$ cat src/design/slid_pkg.sv
`timescale 1ns / 1ps
// Shared types and constants for the sorted leaf block.
// No dependencies; every other file imports this package.
package slid_pkg;

  // Leaf capacity and derived sizes
  localparam int unsigned MaxRecords = 32;
  localparam int unsigned MidRecords = (MaxRecords + 1) / 2;
  localparam int unsigned CntW       = $clog2(MaxRecords + 1);
  localparam int unsigned IdxW       = $clog2(MaxRecords);

  // Payload field widths
  localparam int unsigned KeyW    = 64;
  localparam int unsigned PageW   = 31;
  localparam int unsigned SlotW   = 31;
  localparam int unsigned NextW   = 32;
  localparam int unsigned StatusW = 3;

  typedef logic [CntW-1:0] cnt_t;
  typedef logic [IdxW-1:0] idx_t;

  localparam cnt_t MaxCnt    = cnt_t'(MaxRecords);
  localparam cnt_t MidCnt    = cnt_t'(MidRecords);
  localparam cnt_t MidLowCnt = cnt_t'(MidRecords - 1);
  localparam idx_t MidTopIdx = idx_t'(MidRecords - 2);

  typedef enum logic {
    REQ_INSERT = 1'b0,
    REQ_DELETE = 1'b1
  } req_type_e;

  typedef enum logic [StatusW-1:0] {
    ST_INSERTED  = 3'd0,
    ST_DUPLICATE = 3'd1,
    ST_DELETED   = 3'd2,
    ST_NOTFOUND  = 3'd3,
    ST_SPLIT     = 3'd4
  } status_e;

  // One leaf record
  typedef struct packed {
    logic signed [KeyW-1:0] key;
    logic [PageW-1:0]       page;
    logic [SlotW-1:0]       slot;
  } rec_t;

  // Compare unit result: a orders before b, a equals b
  typedef struct packed {
    logic less;
    logic equal;
  } cmp_t;

  // Record memory access bundle
  typedef struct packed {
    logic rd_en;
    idx_t rd_addr;
    logic wr_en;
    idx_t wr_addr;
    rec_t wr_data;
  } mem_req_t;

endpackage

$ cat src/design/slid_cmp.sv
`timescale 1ns / 1ps
// Shared record compare unit: key (signed), then page, then slot.
// Depends on slid_pkg.
module slid_cmp import slid_pkg::*; (
  input  rec_t a_i,
  input  rec_t b_i,
  output cmp_t cmp_o
);

  logic key_lt, key_eq, page_lt, page_eq, slot_lt, slot_eq;

  // Field compares
  assign key_lt  = $signed(a_i.key) < $signed(b_i.key);
  assign key_eq  = a_i.key == b_i.key;
  assign page_lt = a_i.page < b_i.page;
  assign page_eq = a_i.page == b_i.page;
  assign slot_lt = a_i.slot < b_i.slot;
  assign slot_eq = a_i.slot == b_i.slot;

  // Lexicographic order
  assign cmp_o.less  = key_lt | (key_eq & (page_lt | (page_eq & slot_lt)));
  assign cmp_o.equal = key_eq & page_eq & slot_eq;

endmodule

$ cat config.mk
export PLATFORM = sky130hd
export DESIGN_NAME = slid_cmp
export DESIGN_NICKNAME = d
export VERILOG_FILES = /design/src/design/slid_pkg.sv /design/src/design/slid_cmp.sv
export SDC_FILE = /design/constraint.sdc
export NUM_CORES = 1
export LEC_CHECK = 0
export BUFFER_PORTS_ARGS = -buffer_cell sky130_fd_sc_hd__buf_4
export CORE_MARGIN = 3
export CORE_UTILIZATION = 38
export DETAILED_ROUTE_END_ITERATION = 8
export PLACE_DENSITY = 0.77
export SYNTH_ARGS = -nofsm -noshare
export SYNTH_HDL_FRONTEND = slang
export SYNTH_SLANG_ARGS = --single-unit
$ cat constraint.sdc
create_clock -name vclk -period 2.3
set_input_delay 0.345 -clock vclk [all_inputs]
set_output_delay 0.345 -clock vclk [all_outputs]
set_load 0.01 [all_outputs]
### After elaboration in Yosys (flattened, before gate mapping)

Index checks and enable logic that the tools add are counted.

* bits in registers: 0
* output and inout port bits: 2
* input port bits: 252

* equal/unequal tests: 3
* bitwise logic cells: 6
* order comparisons: 3

Operator list (number)
* $eq 64x64->1: 1
* $lt 64x64->1: 1
* $eq 31x31->1: 2
* $lt 31x31->1: 2
* $and 1x1->1: 4
* $or 1x1->1: 2

### Logic depth before layout (Yosys ltp)

Gate-level depths: netlist (run 1).

* depth after elaboration: 5
* mapped depth: 9
* depth with buffers taken out: 9

### Least setup slack after synthesis (run 1)

OpenSTA, ideal clock, no wires.

* kind: input to output
* start point: in b_i[125] (netlist name)
* end point: out cmp_o[0] (netlist name)
* slack: -0.104 ns
* arrival time: 2.059 ns
* stages on the path: 7
* required time: 1.955 ns
* path buffers: 0
* cell sequence: inv_1 -> ha_1 -> nand4_2 -> nor4_4 -> nand4_1 -> or3_4 -> nor4_2

RTL lines
* from (decl): RTL line slid_cmp.sv:6 `input rec_t b_i,`
* to (decl): RTL line slid_cmp.sv:7 `output cmp_t cmp_o`

==> summary.md, run 1 <==
| Metric | Value |
|---|---|
| Outcome | `finished, violations left` |
| Violated checks | `negative setup slack` |
| Placed Cells | `845` |
| Die Wd | `99.47 um` |
| Final slew viol count | `0` |
| Post-synthesis average cell area | `just over 7 um^2` |
| Max-cap viol count | `0` |
| Ys Warns | `0` |
| Layout Nets | `1,126` |
| Die H | `99.47 um` |
| Sequential-to-total area share from yosys stat | `0%` |
| Slew HR | `between 70 and 80%` |
| GRT Max-Usage Layer | `met2` |
| GRT overflow | `0` |
| Met2 usage | `48.86%` |
| Starting Density | `39.80%` |
| Layout cells sized above 1 | `44.77%` |
| Remaining antenna violation count | `0` |
| Worst Path Required | `between 1.5 and 2 ns` |
| Multi-input gate area | `~0.0031 mm^2` |
| Hold buffer count at cts | `0` |
| DRT iter0 DRCs | `48` |
| Hold Fails Final Rpt | `0` |
| Antenna violations before repair | `0` |
| Routability cong. | `between 0.8 and 0.9` |
| CP Max Fanout | `3` |
| Worst-margin pin slew | `about 0.37 ns` |
| M3 GR Usage | `5.049%` |
| Dpl hpwl | `11,280 um` |
| Fin crit period | `2.616 ns` |
| Worst Hold Class | `in -> out` |
| CORE AREA | `0.008341 mm^2` |
| Layout Area Growth over Synthesis | `78.67%` |
| # DRC | `0` |
| Final core occ | `between 70% and 80%` |
| First-pass GRT wire length | `19,110 um` |
| Std cell rows | `33` |
| Die area | `0.009893 mm^2` |
| Tcrit/Tclk final | `113.7%` |
| Antenna diodes | `0` |
| End point of the critical path | `cmp_o[1]` |
| Largest net degree at the start of global routing | `4` |
| Setup WS pre-CTS | `-0.4168 ns` |
| Crit path capture type | `output pin` |
| Crit path DAT | `2.27 ns` |
| Cell Count, Final, Fillers Out | `around 850` |
| Synth Instances | `459` |
| Setup Crit Path Kind | `in -> out` |
| Drt total wl | `12,640 um` |
| RSZ-0062 raised after global routing | `yes` |
| Pwr/cell area | `roughly 170 mW/mm^2` |
| M1 GR Usage | `21.77%` |
| Port Buf Inserts | `254` |
| GRT Overall Usage | `between 20% and 30%` |
| Distinct cells, synth | `43` |
| Peak Freq | `between 0.3 and 0.4 GHz` |
| Syn Std Cell Area | `0.003319 mm^2` |
| Mean routed wirelength per cell | `~15 um` |
| Router iterations before antenna repair | `4` |
| # fillers | `668` |
| Vias in the first global route | `around 4.6k` |
| Hold_ws | `1.296 ns` |
| Via count | `4,290` |
| Vias per cell | `5.041` |
| Post-Syn Nets | `837` |
| Seq cells | `0` |
| Final setup vio count | `2` |
| Register area | `0 um^2` |
| Final worst-path setup slack | `-0.3159 ns` |
| # clk buffers | `0` |
| CP startpoint | `b_i[109]` |
| Boundary pin count | `254` |
| Leakage | `3.505 nW` |
| Setup TNS | `-0.6126 ns` |
| Startpoint class of the critical path | `input pin` |
| Worst vdd ir | `0.00008674 V` |
## synthesized netlist by cell type, types with 2 or more instances
cell	number	area, um^2
o2111ai_1	2	17.52
nor4_2	2	25.02
o21a_1	3	22.52
a31oi_1	2	12.51
nor4_1	3	18.77
nand2_1	24	90.09
nand3_1	10	50.05
ha_1	126	1577
a21oi_2	2	17.52
nand4_1	22	137.6
inv_1	133	499.2
o211ai_1	2	15.01
a21oi_1	43	215.2
and3_1	2	12.51
nor2b_1	6	37.54
nor3_1	2	10.01
o21ai_1	3	15.01
a211oi_1	4	30.03
a221oi_1	3	26.28
nor2_1	13	48.80
nand2b_1	3	18.77
o21ai_0	15	75.07
a21o_1	13	97.59
and4_1	2	17.52
## power breakdown
part	total, mW	switching, mW	internal, mW
Combinational	0.986	0.395	0.591
Clock	0	0	0
Sequential	0	0	0
## critical path, cell delays in order
cell and delay [ns]:
buf_6 0.07, inv_4 0.03, ha_4 0.26, nand4_1 0.13, buf_4 0.18, nor4_4 0.32
nand4_1 0.18, a31oi_1 0.17, buf_4 0.14, nor4b_4 0.04, xor2_1 0.17, o21ai_1 0.08
buf_4 0.15
## worst min-delay path by stage
stage              from  cells past startpoint  endpoint
2_1_floorplan  a_i[125]                      3  cmp_o[1]
3_3_place_gp     a_i[8]                      5  cmp_o[0]
3_5_place_dp     a_i[8]                      5  cmp_o[0]
4_1_cts          a_i[8]                      5  cmp_o[0]
5_1_grt          a_i[8]                      5  cmp_o[0]
6_report       a_i[125]                      6  cmp_o[1]
## layer usage
layer	wire length, um	part of all wire, %
met5	0	0
met4	494	3.9
met3	1015	8.0
met2	6909	55
met1	4220	33
## through the flow
stage	instance area, um^2	power, mW
after detailed placement	5594	0.9032
after global routing	5931	1.111
after CTS	5772	0.9419
after global placement	5594	0.8641
after floorplan	3353	0.4037
final	5931	0.9863
## cells in the final DEF (no fill, tap or decap), drive strengths merged
master	n
buf	287
inv	133
ha	126
a21oi	45
nand2	24
nand4	24
o21ai	18
nor2	13
a21o	13
nand3	10
nor2b	6
nor4	6
a211oi	4
a31oi	4
o21a	3
nand2b	3
a221oi	3
and4	2
and3	2
nor3	2
o211ai	2
o2111ai	2
a2111oi	2
or3	1
and2	1
o31ai	1
a21bo	1
o21bai	1
or2b	1
a41oi	1
a22oi	1
a211o	1
a221o	1
nor4b	1
xor2	1
## final cells by class
type                       count  share of cell area [%]
multi-input combinational    326                   51.71
timing repair buffer         287                   37.28
inverter                     133                   8.797
tap                          105                   2.215
## cells by family (layout without fill, tap and decap cells)
logic type	Yosys count	in the layout	share of synthesized area, %
buf+inv	133	420	15.04
fa+ha+maj	126	126	47.49
compound gates	103	103	19.98
simple gates	96	96	17.23
xor+xnor	1	1	0.2639
## timing repair
| action | in CTS | in global routing |
|---|---|---|
| resized for setup | 33 | 23 |
| setup buffers | 1 | 5 |
| pin swaps | 20 | 13 |
| setup endpoints to repair | 2 | 2 |
Power figures use the tool's default switching activity.
==> inputs of run 2 (changes only) <==
Settings changed: CORE_AREA set to 3 3 98 100, CORE_MARGIN 3 to not set, CORE_UTILIZATION 38 to not set, DIE_AREA set to 0 0 101 103, PLACE_DENSITY 0.77 to 0.73.
Clock period 2.3 ns to 2.5 ns, I/O delays scaled along.
==> summary.md, run 2 (synthesized netlist as in run 1, its figures left out) <==
| Metric | Value |
|---|---|
| Outcome | `finished, violations left` |
| Violated checks | `negative setup slack` |
| # DRC | `0` |
| Met2 usage | `44.25%` |
| Via count | `4,202` |
| Pwr/cell area | `~150 mW/mm^2` |
| DRT iter0 DRCs | `53` |
| Fin crit period | `2.695 ns` |
| Tot Pwr | `between 800 and 900 uW` |
| # clk buffers | `0` |
| Worst-margin pin slew | `around 0.37 ns` |
| Setup WS pre-CTS | `-0.4021 ns` |
| Setup TNS | `-0.3485 ns` |
| Layout cells sized above 1 | `approximately 43%` |
| RSZ-0062 raised after global routing | `yes` |
| Antenna violations before repair | `0` |
| Crit path capture type | `output pin` |
| GRT Overall Usage | `20.57%` |
| Final setup vio count | `2` |
| M1 GR Usage | `19.75%` |
| Routability cong. | `0.8648` |
| GRT overflow | `0` |
| Leakage | `3.434 nW` |
| CORE AREA | `a little under 0.009 mm^2` |
| Register area | `0 um^2` |
| GRT Max-Usage Layer | `met2` |
| Final slew viol count | `0` |
| Crit path DAT | `2.32 ns` |
| Peak Freq | `0.3710 GHz` |
| Hold_ws | `1.338 ns` |
| Hold Fails Final Rpt | `0` |
| Port Buf Inserts | `254` |
| Final worst-path setup slack | `-0.1952 ns` |
| First-pass GRT wire length | `between 15,000 and 20,000 um` |
| Most frequent cells in the layout | `buf_4, inv_1, ha_1, a21oi_1, nand2_1` |
| Layout Area Growth over Synthesis | `75.80%` |
| Largest net degree at the start of global routing | `4` |
| Vias in the first global route | `4,353` |
| Tcrit/Tclk final | `107.8%` |
| Antenna diodes | `0` |
| Worst vdd ir | `0.00007940 V` |
| Setup Crit Path Kind | `in -> out` |
| Placed Cells | `841` |
| Final core occ | `66.59%` |
| Design Area, Final | `0.005836 mm^2` |
| Worst hold stages | `5` |
| Cell Count, Final, Fillers Out | `between 800 and 900` |
| Starting Density | `37.88%` |
| Worst Path Required | `2.12 ns` |
| Boundary pin count | `254` |
| Layout Nets | `1,116` |
| Dpl hpwl | `10,930 um` |
| Vias per cell | `4.979` |
| Die H | `between 100 and 150 um` |
| Seq cells | `0` |
| Max-cap viol count | `0` |
| Worst Hold Class | `in -> out` |
| Std cell rows | `34` |
| CP Max Fanout | `3` |
| Remaining antenna violation count | `0` |
| M3 GR Usage | `about 4.4%` |
| Startpoint class of the critical path | `input pin` |
| Die area | `0.01040 mm^2` |
| Drt total wl | `11,980 um` |
| Most common cell after layout, fill and taps aside | `buf_4` |
| Die Wd | `101 um` |
| Mean routed wirelength per cell | `14.20 um` |
| Slew HR | `75.25%` |
| Router iterations before antenna repair | `6` |
| Placed cell areas | `~0.0055 mm^2` |
run 2: cell count changes in the layout (fill, tap and decap cells not counted), moves of 2 or more:
cell	before	now
inv_2	4	2
buf_6	15	8
inv_4	9	6
buf_4	272	269
nor4_2	0	2
inv_1	120	125
run 2: cell type report:
cell class | instances | area (um^2)
fill | 737 | 2928
inverter | 133 | 514.2
multi-input combinational | 326 | 3077
tap | 108 | 135.1
timing repair buffer | 277 | 2110
run 2: report_power, final:
part / internal [mW] / switching (mW)
Combinational: 0.525 / 0.354
Sequential: 0 / 0
Clock: 0 / 0
run 2: per-layer routing:
layer	routed length (um)	share of wire, %	vias up
li1	-	-	2146
met1	3964	33	1846
met2	6544	55	184
met3	1181	9.9	26
met4	293	2.4	0
met5	0	0	-
run 2: repair_timing:
action                                  4_1_cts  5_1_grt
setup buffers                                 1        2
endpoints found under the setup margin        2        2
hold buffers                                  0        0
resized for setup                            20       26
pin swaps                                    14       16
run 2: critical path, stage by stage:
cell and delay (ns):
buf_6 0.10, inv_4 0.05, ha_4 0.20, a21oi_1 0.17, nand2_1 0.08, a221o_1 0.34, a2111oi_4 0.36, nor4b_4 0.25
xor2_1 0.17, o21ai_1 0.08, buf_4 0.15
run 2: worst paths after layout:
check	start	endpoint
min	a_i[8]	cmp_o[0]
max	b_i[116]	cmp_o[1]
