==> src/design/slid_pkg.sv <==
`timescale 1ns / 1ps
// Shared types and constants for the sorted leaf block.
// No dependencies; every other file imports this package.
package slid_pkg;

  // Leaf capacity and derived sizes
  localparam int unsigned MaxRecords = 32;
  localparam int unsigned MidRecords = (MaxRecords + 1) / 2;
  localparam int unsigned CntW       = $clog2(MaxRecords + 1);
  localparam int unsigned IdxW       = $clog2(MaxRecords);

  // Payload field widths
  localparam int unsigned KeyW    = 64;
  localparam int unsigned PageW   = 31;
  localparam int unsigned SlotW   = 31;
  localparam int unsigned NextW   = 32;
  localparam int unsigned StatusW = 3;

  typedef logic [CntW-1:0] cnt_t;
  typedef logic [IdxW-1:0] idx_t;

  localparam cnt_t MaxCnt    = cnt_t'(MaxRecords);
  localparam cnt_t MidCnt    = cnt_t'(MidRecords);
  localparam cnt_t MidLowCnt = cnt_t'(MidRecords - 1);
  localparam idx_t MidTopIdx = idx_t'(MidRecords - 2);

  typedef enum logic {
    REQ_INSERT = 1'b0,
    REQ_DELETE = 1'b1
  } req_type_e;

  typedef enum logic [StatusW-1:0] {
    ST_INSERTED  = 3'd0,
    ST_DUPLICATE = 3'd1,
    ST_DELETED   = 3'd2,
    ST_NOTFOUND  = 3'd3,
    ST_SPLIT     = 3'd4
  } status_e;

  // One leaf record
  typedef struct packed {
    logic signed [KeyW-1:0] key;
    logic [PageW-1:0]       page;
    logic [SlotW-1:0]       slot;
  } rec_t;

  // Compare unit result: a orders before b, a equals b
  typedef struct packed {
    logic less;
    logic equal;
  } cmp_t;

  // Record memory access bundle
  typedef struct packed {
    logic rd_en;
    idx_t rd_addr;
    logic wr_en;
    idx_t wr_addr;
    rec_t wr_data;
  } mem_req_t;

endpackage

==> src/design/slid_req_if.sv <==
`timescale 1ns / 1ps
// Request channel: valid/ready handshake plus one insert/delete request.
// Depends on slid_pkg.
interface slid_req_if import slid_pkg::*; ();
  logic                   valid;
  logic                   ready;
  logic                   req_type;
  logic signed [KeyW-1:0] rec_key;
  logic [PageW-1:0]       rec_page;
  logic [SlotW-1:0]       rec_slot;
  logic [PageW-1:0]       fresh_page;

  modport source (output valid, req_type, rec_key, rec_page, rec_slot, fresh_page,
                  input ready);
  modport sink   (input valid, req_type, rec_key, rec_page, rec_slot, fresh_page,
                  output ready);
endinterface

==> src/design/slid_res_if.sv <==
`timescale 1ns / 1ps
// Result channel: valid/ready handshake plus one result transaction.
// Depends on slid_pkg.
interface slid_res_if import slid_pkg::*; ();
  logic                    valid;
  logic                    ready;
  logic [StatusW-1:0]      status;
  logic signed [KeyW-1:0]  out_key;
  logic [PageW-1:0]        out_page;
  logic [SlotW-1:0]        out_slot;
  logic signed [NextW-1:0] out_next;
  logic                    last;

  modport source (output valid, status, out_key, out_page, out_slot, out_next, last,
                  input ready);
  modport sink   (input valid, status, out_key, out_page, out_slot, out_next, last,
                  output ready);
endinterface

==> src/design/slid_ctrl.sv <==
`timescale 1ns / 1ps
// Sequencer for the leaf: scan, shift, split streaming and result register.
// Depends on slid_pkg, slid_req_if and slid_res_if.
module slid_ctrl import slid_pkg::*; (
  input  logic       clk_i,
  input  logic       rst_ni,
  slid_req_if.sink   req,
  slid_res_if.source res,
  input  rec_t       rdata_i,
  input  cmp_t       cmp_i,
  output rec_t       rec_o,
  output mem_req_t   mem_req_o
);

  typedef enum logic [8:0] {
    S_IDLE   = 9'b000000001,
    S_SCAN   = 9'b000000010,
    S_DECIDE = 9'b000000100,
    S_COPY   = 9'b000001000,
    S_WNEW   = 9'b000010000,
    S_SRD    = 9'b000100000,
    S_SLD    = 9'b001000000,
    S_SOUT   = 9'b010000000,
    S_RESP   = 9'b100000000
  } state_e;

  state_e state_q, state_d;
  rec_t   req_q, req_d;
  logic   op_q, op_d;
  logic [PageW-1:0] fresh_q, fresh_d;
  cnt_t   fill_q, fill_d;
  logic [NextW-1:0] next_q, next_d;
  cnt_t   cnt_q, cnt_d;
  cnt_t   idx_q, idx_d;
  logic   hit_q, hit_d;
  logic   split_q, split_d;
  idx_t   cur_q, cur_d;
  logic   left_q, left_d;

  // Result register
  logic [StatusW-1:0] res_status_q, res_status_d;
  rec_t               res_rec_q, res_rec_d;
  logic [NextW-1:0]   res_next_q, res_next_d;
  logic               res_last_q, res_last_d;

  logic    res_simple;
  status_e res_code;
  cnt_t    cnt_inc;
  cnt_t    cur_cnt;

  // Source slot in the old leaf for merged position i during a split
  function automatic idx_t split_src(cnt_t i, cnt_t ins);
    cnt_t j;
    j = (i < ins) ? i : i - 1'b1;
    return idx_t'(j);
  endfunction

  assign cnt_inc = cnt_q + 1'b1;
  assign cur_cnt = cnt_t'(cur_q);
  assign rec_o   = req_q;

  // Channel outputs
  assign req.ready    = (state_q == S_IDLE);
  assign res.valid    = (state_q == S_RESP) || (state_q == S_SOUT);
  assign res.status   = res_status_q;
  assign res.out_key  = res_rec_q.key;
  assign res.out_page = res_rec_q.page;
  assign res.out_slot = res_rec_q.slot;
  assign res.out_next = res_next_q;
  assign res.last     = res_last_q;

  // Next-state logic
  always_comb begin
    state_d      = state_q;
    req_d        = req_q;
    op_d         = op_q;
    fresh_d      = fresh_q;
    fill_d       = fill_q;
    next_d       = next_q;
    cnt_d        = cnt_q;
    idx_d        = idx_q;
    hit_d        = hit_q;
    split_d      = split_q;
    cur_d        = cur_q;
    left_d       = left_q;
    res_status_d = res_status_q;
    res_rec_d    = res_rec_q;
    res_next_d   = res_next_q;
    res_last_d   = res_last_q;
    res_simple   = 1'b0;
    res_code     = ST_INSERTED;
    mem_req_o    = '0;
    mem_req_o.wr_data = rdata_i;

    case (state_q)
      S_IDLE: begin
        if (req.valid) begin
          req_d.key  = req.rec_key;
          req_d.page = req.rec_page;
          req_d.slot = req.rec_slot;
          op_d       = req.req_type;
          fresh_d    = req.fresh_page;
          cnt_d      = '0;
          if (fill_q == '0) begin
            idx_d   = '0;
            hit_d   = 1'b0;
            state_d = S_DECIDE;
          end else begin
            mem_req_o.rd_en   = 1'b1;
            mem_req_o.rd_addr = '0;
            state_d           = S_SCAN;
          end
        end
      end

      // One stored record compared per cycle for the lower bound
      S_SCAN: begin
        if (cmp_i.less) begin
          if (cnt_inc == fill_q) begin
            idx_d   = fill_q;
            hit_d   = 1'b0;
            state_d = S_DECIDE;
          end else begin
            cnt_d             = cnt_inc;
            mem_req_o.rd_en   = 1'b1;
            mem_req_o.rd_addr = idx_t'(cnt_inc);
          end
        end else begin
          idx_d   = cnt_q;
          hit_d   = cmp_i.equal;
          state_d = S_DECIDE;
        end
      end

      S_DECIDE: begin
        if (op_q == REQ_DELETE) begin
          if (!hit_q) begin
            res_simple = 1'b1;
            res_code   = ST_NOTFOUND;
            state_d    = S_RESP;
          end else if (idx_q + 1'b1 < fill_q) begin
            mem_req_o.rd_en   = 1'b1;
            mem_req_o.rd_addr = idx_t'(idx_q + 1'b1);
            cur_d             = idx_t'(idx_q + 1'b1);
            left_d            = 1'b1;
            state_d           = S_COPY;
          end else begin
            fill_d     = fill_q - 1'b1;
            res_simple = 1'b1;
            res_code   = ST_DELETED;
            state_d    = S_RESP;
          end
        end else if (hit_q) begin
          res_simple = 1'b1;
          res_code   = ST_DUPLICATE;
          state_d    = S_RESP;
        end else if (fill_q != MaxCnt) begin
          split_d = 1'b0;
          if (idx_q != fill_q) begin
            mem_req_o.rd_en   = 1'b1;
            mem_req_o.rd_addr = idx_t'(fill_q - 1'b1);
            cur_d             = idx_t'(fill_q - 1'b1);
            left_d            = 1'b0;
            state_d           = S_COPY;
          end else begin
            state_d = S_WNEW;
          end
        end else begin
          split_d = 1'b1;
          cnt_d   = MidCnt;
          state_d = S_SRD;
        end
      end

      // Shift one record per cycle; rdata holds the record at cur
      S_COPY: begin
        mem_req_o.wr_en = 1'b1;
        if (left_q) begin
          mem_req_o.wr_addr = cur_q - 1'b1;
          if (cur_cnt + 1'b1 == fill_q) begin
            fill_d     = fill_q - 1'b1;
            res_simple = 1'b1;
            res_code   = ST_DELETED;
            state_d    = S_RESP;
          end else begin
            mem_req_o.rd_en   = 1'b1;
            mem_req_o.rd_addr = cur_q + 1'b1;
            cur_d             = cur_q + 1'b1;
          end
        end else begin
          mem_req_o.wr_addr = cur_q + 1'b1;
          if (cur_cnt == idx_q) begin
            state_d = S_WNEW;
          end else begin
            mem_req_o.rd_en   = 1'b1;
            mem_req_o.rd_addr = cur_q - 1'b1;
            cur_d             = cur_q - 1'b1;
          end
        end
      end

      // Place the new record at the lower-bound slot
      S_WNEW: begin
        mem_req_o.wr_en   = 1'b1;
        mem_req_o.wr_addr = idx_t'(idx_q);
        mem_req_o.wr_data = req_q;
        if (split_q) begin
          fill_d  = MidCnt;
          next_d  = NextW'(fresh_q);
          state_d = S_IDLE;
        end else begin
          fill_d     = fill_q + 1'b1;
          res_simple = 1'b1;
          res_code   = ST_INSERTED;
          state_d    = S_RESP;
        end
      end

      S_SRD: begin
        mem_req_o.rd_en   = 1'b1;
        mem_req_o.rd_addr = split_src(cnt_q, idx_q);
        state_d           = S_SLD;
      end

      // Load one upper-half record of the merged set
      S_SLD: begin
        res_status_d = ST_SPLIT;
        res_rec_d    = (cnt_q == idx_q) ? req_q : rdata_i;
        res_next_d   = next_q;
        res_last_d   = (cnt_q == MaxCnt);
        state_d      = S_SOUT;
      end

      S_SOUT: begin
        if (res.ready) begin
          if (res_last_q) begin
            // Upper half delivered; now fix up the lower half
            if (idx_q < MidLowCnt) begin
              mem_req_o.rd_en   = 1'b1;
              mem_req_o.rd_addr = MidTopIdx;
              cur_d             = MidTopIdx;
              left_d            = 1'b0;
              state_d           = S_COPY;
            end else if (idx_q == MidLowCnt) begin
              state_d = S_WNEW;
            end else begin
              fill_d  = MidCnt;
              next_d  = NextW'(fresh_q);
              state_d = S_IDLE;
            end
          end else begin
            cnt_d             = cnt_inc;
            mem_req_o.rd_en   = 1'b1;
            mem_req_o.rd_addr = split_src(cnt_inc, idx_q);
            state_d           = S_SLD;
          end
        end
      end

      S_RESP: begin
        if (res.ready) begin
          state_d = S_IDLE;
        end
      end

      default: begin
        state_d = S_IDLE;
      end
    endcase

    // Single-transaction results carry zero payload
    if (res_simple) begin
      res_status_d = res_code;
      res_rec_d    = '0;
      res_next_d   = '0;
      res_last_d   = 1'b1;
    end
  end

  // Control state
  always_ff @(posedge clk_i or negedge rst_ni) begin
    if (!rst_ni) begin
      state_q <= S_IDLE;
      fill_q  <= '0;
      next_q  <= '0;
    end else begin
      state_q <= state_d;
      fill_q  <= fill_d;
      next_q  <= next_d;
    end
  end

  // Working and payload registers
  always_ff @(posedge clk_i) begin
    req_q        <= req_d;
    op_q         <= op_d;
    fresh_q      <= fresh_d;
    cnt_q        <= cnt_d;
    idx_q        <= idx_d;
    hit_q        <= hit_d;
    split_q      <= split_d;
    cur_q        <= cur_d;
    left_q       <= left_d;
    res_status_q <= res_status_d;
    res_rec_q    <= res_rec_d;
    res_next_q   <= res_next_d;
    res_last_q   <= res_last_d;
  end

endmodule

==> src/flat_wrapper.sv <==
// flat-port wrapper written by rule: the top's interface ports become plain ports
module slid_ctrl_flat import slid_pkg::*;
  (clk_i, rst_ni, rdata_i, cmp_i, rec_o, mem_req_o, req_valid, req_req_type, req_rec_key, req_rec_page, req_rec_slot, req_fresh_page, req_ready, res_valid, res_status, res_out_key, res_out_page, res_out_slot, res_out_next, res_last, res_ready);
  slid_req_if req_i ();
  slid_res_if res_i ();
  input  logic clk_i;
  input  logic rst_ni;
  input  rec_t rdata_i;
  input  cmp_t cmp_i;
  output rec_t rec_o;
  output mem_req_t mem_req_o;
  input wire logic [$bits(req_i.valid)-1:0] req_valid;
  input wire logic [$bits(req_i.req_type)-1:0] req_req_type;
  input wire logic [$bits(req_i.rec_key)-1:0] req_rec_key;
  input wire logic [$bits(req_i.rec_page)-1:0] req_rec_page;
  input wire logic [$bits(req_i.rec_slot)-1:0] req_rec_slot;
  input wire logic [$bits(req_i.fresh_page)-1:0] req_fresh_page;
  output wire logic [$bits(req_i.ready)-1:0] req_ready;
  output wire logic [$bits(res_i.valid)-1:0] res_valid;
  output wire logic [$bits(res_i.status)-1:0] res_status;
  output wire logic [$bits(res_i.out_key)-1:0] res_out_key;
  output wire logic [$bits(res_i.out_page)-1:0] res_out_page;
  output wire logic [$bits(res_i.out_slot)-1:0] res_out_slot;
  output wire logic [$bits(res_i.out_next)-1:0] res_out_next;
  output wire logic [$bits(res_i.last)-1:0] res_last;
  input wire logic [$bits(res_i.ready)-1:0] res_ready;
  assign req_i.valid = req_valid;
  assign req_i.req_type = req_req_type;
  assign req_i.rec_key = req_rec_key;
  assign req_i.rec_page = req_rec_page;
  assign req_i.rec_slot = req_rec_slot;
  assign req_i.fresh_page = req_fresh_page;
  assign req_ready = req_i.ready;
  assign res_valid = res_i.valid;
  assign res_status = res_i.status;
  assign res_out_key = res_i.out_key;
  assign res_out_page = res_i.out_page;
  assign res_out_slot = res_i.out_slot;
  assign res_out_next = res_i.out_next;
  assign res_last = res_i.last;
  assign res_i.ready = res_ready;
  slid_ctrl u_core (.clk_i(clk_i), .rst_ni(rst_ni), .req(req_i), .res(res_i), .rdata_i(rdata_i), .cmp_i(cmp_i), .rec_o(rec_o), .mem_req_o(mem_req_o));
endmodule
==> config.mk <==
export PLATFORM = sky130hd
export DESIGN_NAME = slid_ctrl_flat
export DESIGN_NICKNAME = d
export VERILOG_FILES = /design/src/design/slid_pkg.sv /design/src/design/slid_req_if.sv /design/src/design/slid_res_if.sv /design/src/design/slid_ctrl.sv /design/src/flat_wrapper.sv
export SDC_FILE = /design/constraint.sdc
export NUM_CORES = 1
export LEC_CHECK = 0
export ABC_AREA = 1
export BUFFER_PORTS_ARGS = -buffer_cell sky130_fd_sc_hd__clkbuf_2
export CORE_AREA = 2 2 281 283
export DETAILED_ROUTE_END_ITERATION = 10
export DIE_AREA = 0 0 283 285
export GPL_TIMING_DRIVEN = 0
export PLACE_DENSITY_LB_ADDON = 0.2
export SYNTH_ARGS = -nofsm -noshare
export SYNTH_HDL_FRONTEND = slang
export SYNTH_SLANG_ARGS = --single-unit
==> constraint.sdc <==
create_clock -name clk_i -period 13.7 [get_ports clk_i]
set_input_delay 0.685 -clock clk_i [delete_from_list [all_inputs] [get_ports clk_i]]
set_output_delay 0.685 -clock clk_i [all_outputs]
set_load 0.01 [all_outputs]
Word-level counts from Yosys, hierarchy flattened
Index checks and enable logic that the tools add are counted.
- add/subtract/negate cells: 9
- magnitude comparators: 4
- eq/ne operators: 47
- mux-type cells: 120
- bitwise gates (word level): 2
- reduce and logical (&&, ||, !) cells: 18
- operators by type and width (cell ; number):
    $mux 126 ; 2
    $mux 6 ; 39
    $mux 32 ; 5
    $mux 9 ; 15
    $mux 5 ; 17
    $pmux 9 s9 ; 1
    $pmux 32 s2 ; 1
    $pmux 6 s4 ; 2
    $pmux 6 s6 ; 1
    $ne 2x2->1 const B ; 13
    $pmux 6 s2 ; 2
    $mux 1 ; 22
    $add 6x1->6 const B ; 3
    $eq 6x6->1 ; 3
    $lt 6x6->1 ; 3
    $mux 3 ; 6
    $reduce_and 9->1 ; 2
    $pmux 5 s3 ; 1
    $sub 5x1->5 const B ; 3
    $ne 2x1->1 const B ; 7
    $ne 3x3->1 const B ; 4
    $reduce_and 6->1 ; 2
    $reduce_and 11->1 ; 1
    $reduce_and 10->1 ; 1
    other kinds (33) ; 44
- bits in registers: 387
- input port bits: 290
- logic and storage cells: 220

Logic depth before layout (Yosys ltp)
Gate-level depths: netlist (run 1).
- depth in word-level cells: 7
- depth in mapped cells: 18
- gate-level depth less buffers: 17

Worst setup path after synthesis (run 1)
Ideal clock, no wire load.
- path kind: register to register
- from: register u_core.state_q[5]
- to: register u_core.fresh_q[0], enable pin
- setup time: 0.678 ns
- arrival: 7.524 ns
- data required time: 13.022 ns
- setup slack: 5.498 ns
- stages on the path, launching flop included: 8
- path buffers: 0
- period minus slack after synthesis: 8.202 ns
- cell sequence: dfrtp_1 nor2_2 nand2_1 inv_1 nand3_1 inv_1 nand3_1 nor2_1
- cells in the longest elaborated chain, start to end: 2
- ends and longest elaborated chain (element ; RTL line ; RTL):
    start, declared ; slid_ctrl.sv:27 ; state_e state_q, state_d;
    start signal, assigned ; slid_ctrl.sv:287 ; state_q <= state_d;
    $eq 9x1->1 ; slid_ctrl.sv:95 ; case (state_q)
    $reduce_and 2->1 (no source line) ; - ;
    end signal, assigned ; slid_ctrl.sv:297 ; fresh_q <= fresh_d;
    end, declared ; slid_ctrl.sv:30 ; logic [PageW-1:0] fresh_q, fresh_d;
Every way passes these cells.
A chain may end at the register's enable or synchronous reset.

==> metrics.cfg, run 1 <==
[outcome]
outcome = finished, final reports clean

[yosys]
yosysSeqAreaShare_pct = 52.2
async_flop_share_pct = 11.9
ys_types = 49
avgSynthCellArea_um2 = 8.48
yosys_warnings = 0
synth_ff_type = edfxtp_1
syn_inst = 2204
synthesis.nets = 2522
ys_seq_elements = 385
synth_edf_count = 181
synthesis.area_um2 = 18700

[placed_design]
routabilityCongestion = 0.950
place_ws_ns = 9.71
place_area_um2 = 23700
post-dp-hpwl_um = 72300
port_buffers = 716

[global_routing]
grt_max_degree = 47
gr-usage-all-layers_pct = 21.6
grt_pass1_vias = 17400
antenna_found_initial = 11
overflow = 0
grt_first_pass_wirelength_um = 127000

[cells_and_area]
design_area_um2 = 25400
nets = 3295
area_growth_pct = 35.9
n_fill_cell = 8367
final_cell_mix = 723 x nand2_1, 716 x clkbuf_2, 339 x nor2_1, 181 x edfxtp_1, 158 x dfxtp_1
final_common_cell = nand2_1
drive_gt1_share_pct = 34.3

[pwr]
leakage_uw = 0.0120
power.density_nw_per_um2 = 205
ir_worst_vdd_v = 0.0000928
power.total_uw = 5210

[sta]
maxSlewViolCount = 0
relSlewSlack_pct = 9.91
clock.fmax_ghz = 0.226
setup_violations = 0
timing.hold.ws_ns = 0.0311
hold_violations = 0
rsz0062_at_grt = no
worst_slack_ns = 9.27
skew_ns = 0.0273
fin_crit_ns = 4.43
worst_pin_slew_ns = 1.35
min_period_over_period_pct = 32.3

[drt]
ant_nets = 0
dr.pass1.iters = 5
num_vias = 18400
post_drt_via_cell_ratio = 4.52
wirelength_um = 90600
wl_per_cell_um = 22.3
post-route-drc-count = 0
initialDrtViolationCount = 1276

[clock_tree]
cts_root_buf = clkbuf_16
cts.repair.resized = 0
post_cts_buffers = 0
cts_sinks = 385
clk_pin_slew_worst_paths_ns = 0.07
cts_buffers = 48
cts_hold_buf = 0
cts_buffer_depth = 3
clkLatencyLatePin_ns = 0.59
tritoncts = built
htree_levels = 2

[setup_path]
crit_path_end_kind = output port
critPathLaunchType = register
worstPathRequired_ns = 13.02
reg2regPathDepth = 12
critPathMaxFanout = 10
path_class = reg -> out
crit_arrival_ns = 3.74

[job]
drv_cap = 0

[floorplanning]
pin_count = 718
fp.dieH_um = 285
dieArea_um2 = 80700
chipWidth_um = 283
core_area_um2 = 78000
initial_core_util_pct = 24.0
num_rows = 103

[hold_path]
hp-class = in -> async

cell usage after synthesis (7+ instances only):
cell type,instances,area [um^2]
inv_2,12,45.0
nor2_1,340,1280
buf_4,7,52.6
nand3_1,60,300
a21oi_1,75,375
nand4_1,14,87.6
nor2_2,7,43.8
o22ai_1,10,62.6
nor3_1,12,60.1
xor2_1,12,105
dfxtp_1,158,3160
nand2_1,723,2710
inv_1,75,282
o21ai_0,151,756
buf_1,7,26.3
buf_12,10,200
dfrtp_1,45,1130
a21oi_2,100,876
clkbuf_1,53,199
ha_1,28,350
edfxtp_1,181,5440
mux2_4,30,450
nand2_2,7,43.8
buf_2,39,195
report_power, final:
part | internal [uW] | switching, uW | total (uW)
combinational | 681 | 1240 | 1920
sequential | 1650 | 311 | 1960
clock | 802 | 534 | 1340
cells by family after synthesis:
kind of cell | share of synthesized area (%)
multiplexers | 2.47
buffers and inverters | 5.71
flip-flops | 52.2
AO/OA/AOI/OAI | 11.8
XOR/XNOR | 0.750
AND/OR/NAND/NOR | 25.2
adder cells (fa/ha/maj) | 1.88
other | 0.0201
per-layer routing:
metal	vias up	GRT usage [%]	part of all wire [%]
li1	8796	-	-
met1	8730	27.6	42
met2	716	36.3	48
met3	140	4.27	6.1
met4	8	7.10	3.3
met5	-	0	0.060
cell type report:
type | instances | area (um^2) | area share, %
clock buffer | 74 | 1480 | 5.84
clock inverter | 14 | 166 | 0.655
multi-input combinational | 1609 | 7880 | 31.0
buffer | 121 | 734 | 2.89
inverter | 89 | 334 | 1.32
antenna | 4 | 10.0 | 0.0394
timing repair buffer | 723 | 3720 | 14.7
sequential | 385 | 9750 | 38.4
tap | 1050 | 1310 | 5.17
registers in the layout (all words and copies together), names as in the netlist, 3 cells and up:
register / count
u_core.res.status: 3
u_core.fill_q: 6
u_core.res.out_key: 64
u_core.res.out_next: 31
u_core.res.out_slot: 31
u_core.idx_q: 6
u_core.res.out_page: 31
u_core.state_q: 9
u_core.fresh_q: 31
u_core.cur_q: 5
u_core.rec_o: 126
u_core.next_q: 31
u_core.cnt_q: 6
through the flow:
step | instances | utilization, % | TNS [ns]
3_3_place_gp | 3970 | 30.2 | -0.0639
6_report | 4069 | 32.6 | 0
4_1_cts | 4064 | 32.5 | 0
3_5_place_dp | 3976 | 30.4 | 0
2_1_floorplan | 2204 | - | 0
5_1_grt | 4068 | 32.6 | 0
worst paths after layout:
| kind | end | startpoint | slack, ns |
|---|---|---|---|
| setup / recovery | mem_req_o[66] | u_core.state_q[3] | 9.27 |
| hold / removal | u_core.next_q[23] | rst_ni | 0.03 |
| setup reg to reg | u_core.res.out_key[39] | u_core.idx_q[2] | 9.69 |
| hold reg to reg | u_core.res.out_key[12] | u_core.res.out_key[12] | 0.46 |
| max in group asynchronous | u_core.state_q[0] | rst_ni | 13.06 |
| min in group clk_i | u_core.rec_o[104] | req_rec_key[42] | 0.27 |
critical path: stages, from the launching register on:
cell and delay, ns:
dfrtp_1 0.40, nor2_1 0.21, inv_2 0.07, nor2_4 0.17, nand2_2 0.21, inv_1 0.19
clkbuf_1 1.01, buf_2 0.39, nand2_1 0.08, nand2_1 0.23, clkbuf_2 0.20
Note: power is estimated with default switching activity, not from simulation.
==> run 2: changes to the inputs <==
==> constraint.sdc (replaced) <==
create_clock -name clk_i -period 4.5 [get_ports clk_i]
set_input_delay 0.225 -clock clk_i [delete_from_list [all_inputs] [get_ports clk_i]]
set_output_delay 0.225 -clock clk_i [all_outputs]
set_load 0.01 [all_outputs]
==> run 2 against run 1 <==
Net effect:
- clock power increased to 3.1 times the previous value
- sequential power increased to 3.0 times the previous value
- combinational power increased to 3.1 times the previous value
- register-to-register slack got worse by 9.1 ns
- critical endpoint is now mem_req_o[111]
- sequential share of layout area decreased by 2.3 points
- via count increased by 3.6%
- power increased to 3.1 times the previous value
- clock skew increased by 0.0017 ns
- largest cell class unchanged
- first-iteration DRC count increased by 2.0%
==> metrics.cfg, run 2 (synthesized netlist as in run 1, its figures left out) <==
[outcome]
outcome = finished, final reports clean

[setup_path]
startpoint = u_core.state_q[0]
crit_path_end_kind = output port
worstReg2RegEnd = u_core.res.out_key[47]
r2r_start = u_core.idx_q[2]
crit_arrival_ns = 3.77
cp-endpoint = mem_req_o[111]
path_class = reg -> out
reg2regPathDepth = 12
critPathLaunchType = register
worstPathRequired_ns = 4.28
r2r_slack_ns = 0.62
critPathMaxFanout = 10

[drt]
initialDrtViolationCount = 1302
post-route-drc-count = 0
wl_per_cell_um = 21.6
ant_nets = 0
post_drt_via_cell_ratio = 4.50
num_vias = 19000
dr.pass1.iters = 7
wirelength_um = 91300

[pwr]
intPower_uw = 9600
p_sw_share_pct = 40.0
power.total_uw = 16000
ir_worst_vdd_v = 0.000264
power.density_nw_per_um2 = 592
p_comb_share_pct = 37.2
p_clk_share_pct = 25.6
seqPwrFrac_pct = 37.2
power_switching_uw = 6410
leakage_uw = 0.0127

[floorplanning]
num_rows = 103
initial_core_util_pct = 24.0
chipWidth_um = 283
dieArea_um2 = 80700
pin_count = 718
core_area_um2 = 78000
fp.dieH_um = 285

[job]
drv_cap = 0

[hold_path]
hp-class = in -> reg
min-delay-start = rdata_i[8]

[sta]
clock.fmax_ghz = 0.250
timing.hold.ws_ns = 0.0492
setup_violations = 0
rsz0062_at_grt = no
relSlewSlack_pct = 11.9
fin_crit_ns = 3.99
min_period_over_period_pct = 88.8
maxSlewViolCount = 0
fin_setup_tns_ns = 0
worst_pin_slew_ns = 1.32
skew_ns = 0.0290
hold_violations = 0

[global_routing]
antenna_found_initial = 9
grt_max_degree = 47
overflow = 0
grt_pass1_vias = 18600
grt_first_pass_wirelength_um = 130000
gr-usage-all-layers_pct = 21.8

[clock_tree]
cts_buffers = 50
cts_root_buf = clkbuf_16
cts.repair.resized = 0
cts_buffer_depth = 3
htree_levels = 2
cts_sinks = 385
post_cts_buffers = 0
clk_pin_slew_worst_paths_ns = 0.06
cts_hold_buf = 160
tritoncts = built
clkLatencyLatePin_ns = 0.60

[cells_and_area]
final_cell_mix = 723 x nand2_1, 716 x clkbuf_2, 339 x nor2_1, 181 x edfxtp_1, 160 x dlygate4sd3_1
post-route-util_pct = 34.7
nets = 3457
area_growth_pct = 44.7
largest_reg_flops = 126
drive_gt1_share_pct = 32.6
final_common_cell = nand2_1

[placed_design]
post-dp-hpwl_um = 72100
routabilityCongestion = 0.980
port_buffers = 716

[run 2: cell types whose count changed in the layout (fill, tap and decap cells not counted), moves of 2 or more]
cell,delta
bufinv_16,-2
clkbuf_16,+5
clkbuf_8,-7
clkinv_4,+5
clkinv_8,+2
diode_2,-3
dlygate4sd3_1,+160
[run 2: worst max-delay path, stage by stage (launching register included)]
cell      delay [ns]
dfstp_2         0.55
nor2_2          0.06
nand2_2         0.09
nor2_4          0.06
nand2_2         0.20
clkbuf_1        0.88
clkbuf_1        0.71
nand2_1         0.32
nand2_1         0.15
clkbuf_2        0.16
[run 2: power groups by stage]
stage	combinational (uW)	sequential [uW]	clock (uW)
6_report	5960	5950	4100
5_1_grt	6510	6080	4340
4_1_cts	5990	5930	4230
3_5_place_dp	5850	6000	0
3_3_place_gp	5720	6060	0
2_1_floorplan	2930	6090	0
[run 2: stage by stage]
stage                     setup WS [ns]  cells  area [um^2]
final                             0.505   4231        27000
after global routing              0.221   4231        27000
after CTS                         0.309   4229        27000
after detailed placement          0.508   3976        23700
after global placement            -1.22   3970        23600
after floorplan                   0.721   2204        18700
[run 2: cell type report]
type                    instances  area, um^2
flip-flops and latches        385        9750
fillers                      8332       50900
multi-input cells            1609        7880
inverters                      89         334
clock inverters                20         180
repair buffers                883        5330
well taps                    1050        1310
plain buffers                 121         733
clock buffers                  73        1520
diodes                          1        2.50
[run 2: how the worst min path moves through the flow]
| stage | cells after the start | to | slack, ns |
|---|---|---|---|
| final | 5 | u_core.res.out_slot[8] | 0.05 |
| after global routing | 5 | u_core.res.out_key[49] | 0.05 |
| after CTS | 5 | u_core.res.out_slot[12] | 0.004 |
| after detailed placement | 1 | u_core.rec_o[25] | 0.40 |
| after global placement | 1 | u_core.fresh_q[8] | 0.40 |
| after floorplan | 0 | u_core.fill_q[0] | -0.07 |
[run 2: metal layers]
| layer | global-route usage, % | wire (um) | vias up |
|---|---|---|---|
| met2 | 37.5 | 44300 | 759 |
| met5 | 0 | 47 | - |
| met1 | 27.7 | 38400 | 8995 |
| met4 | 7.01 | 3070 | 8 |
| li1 | - | - | 9121 |
| met3 | 3.74 | 5510 | 166 |
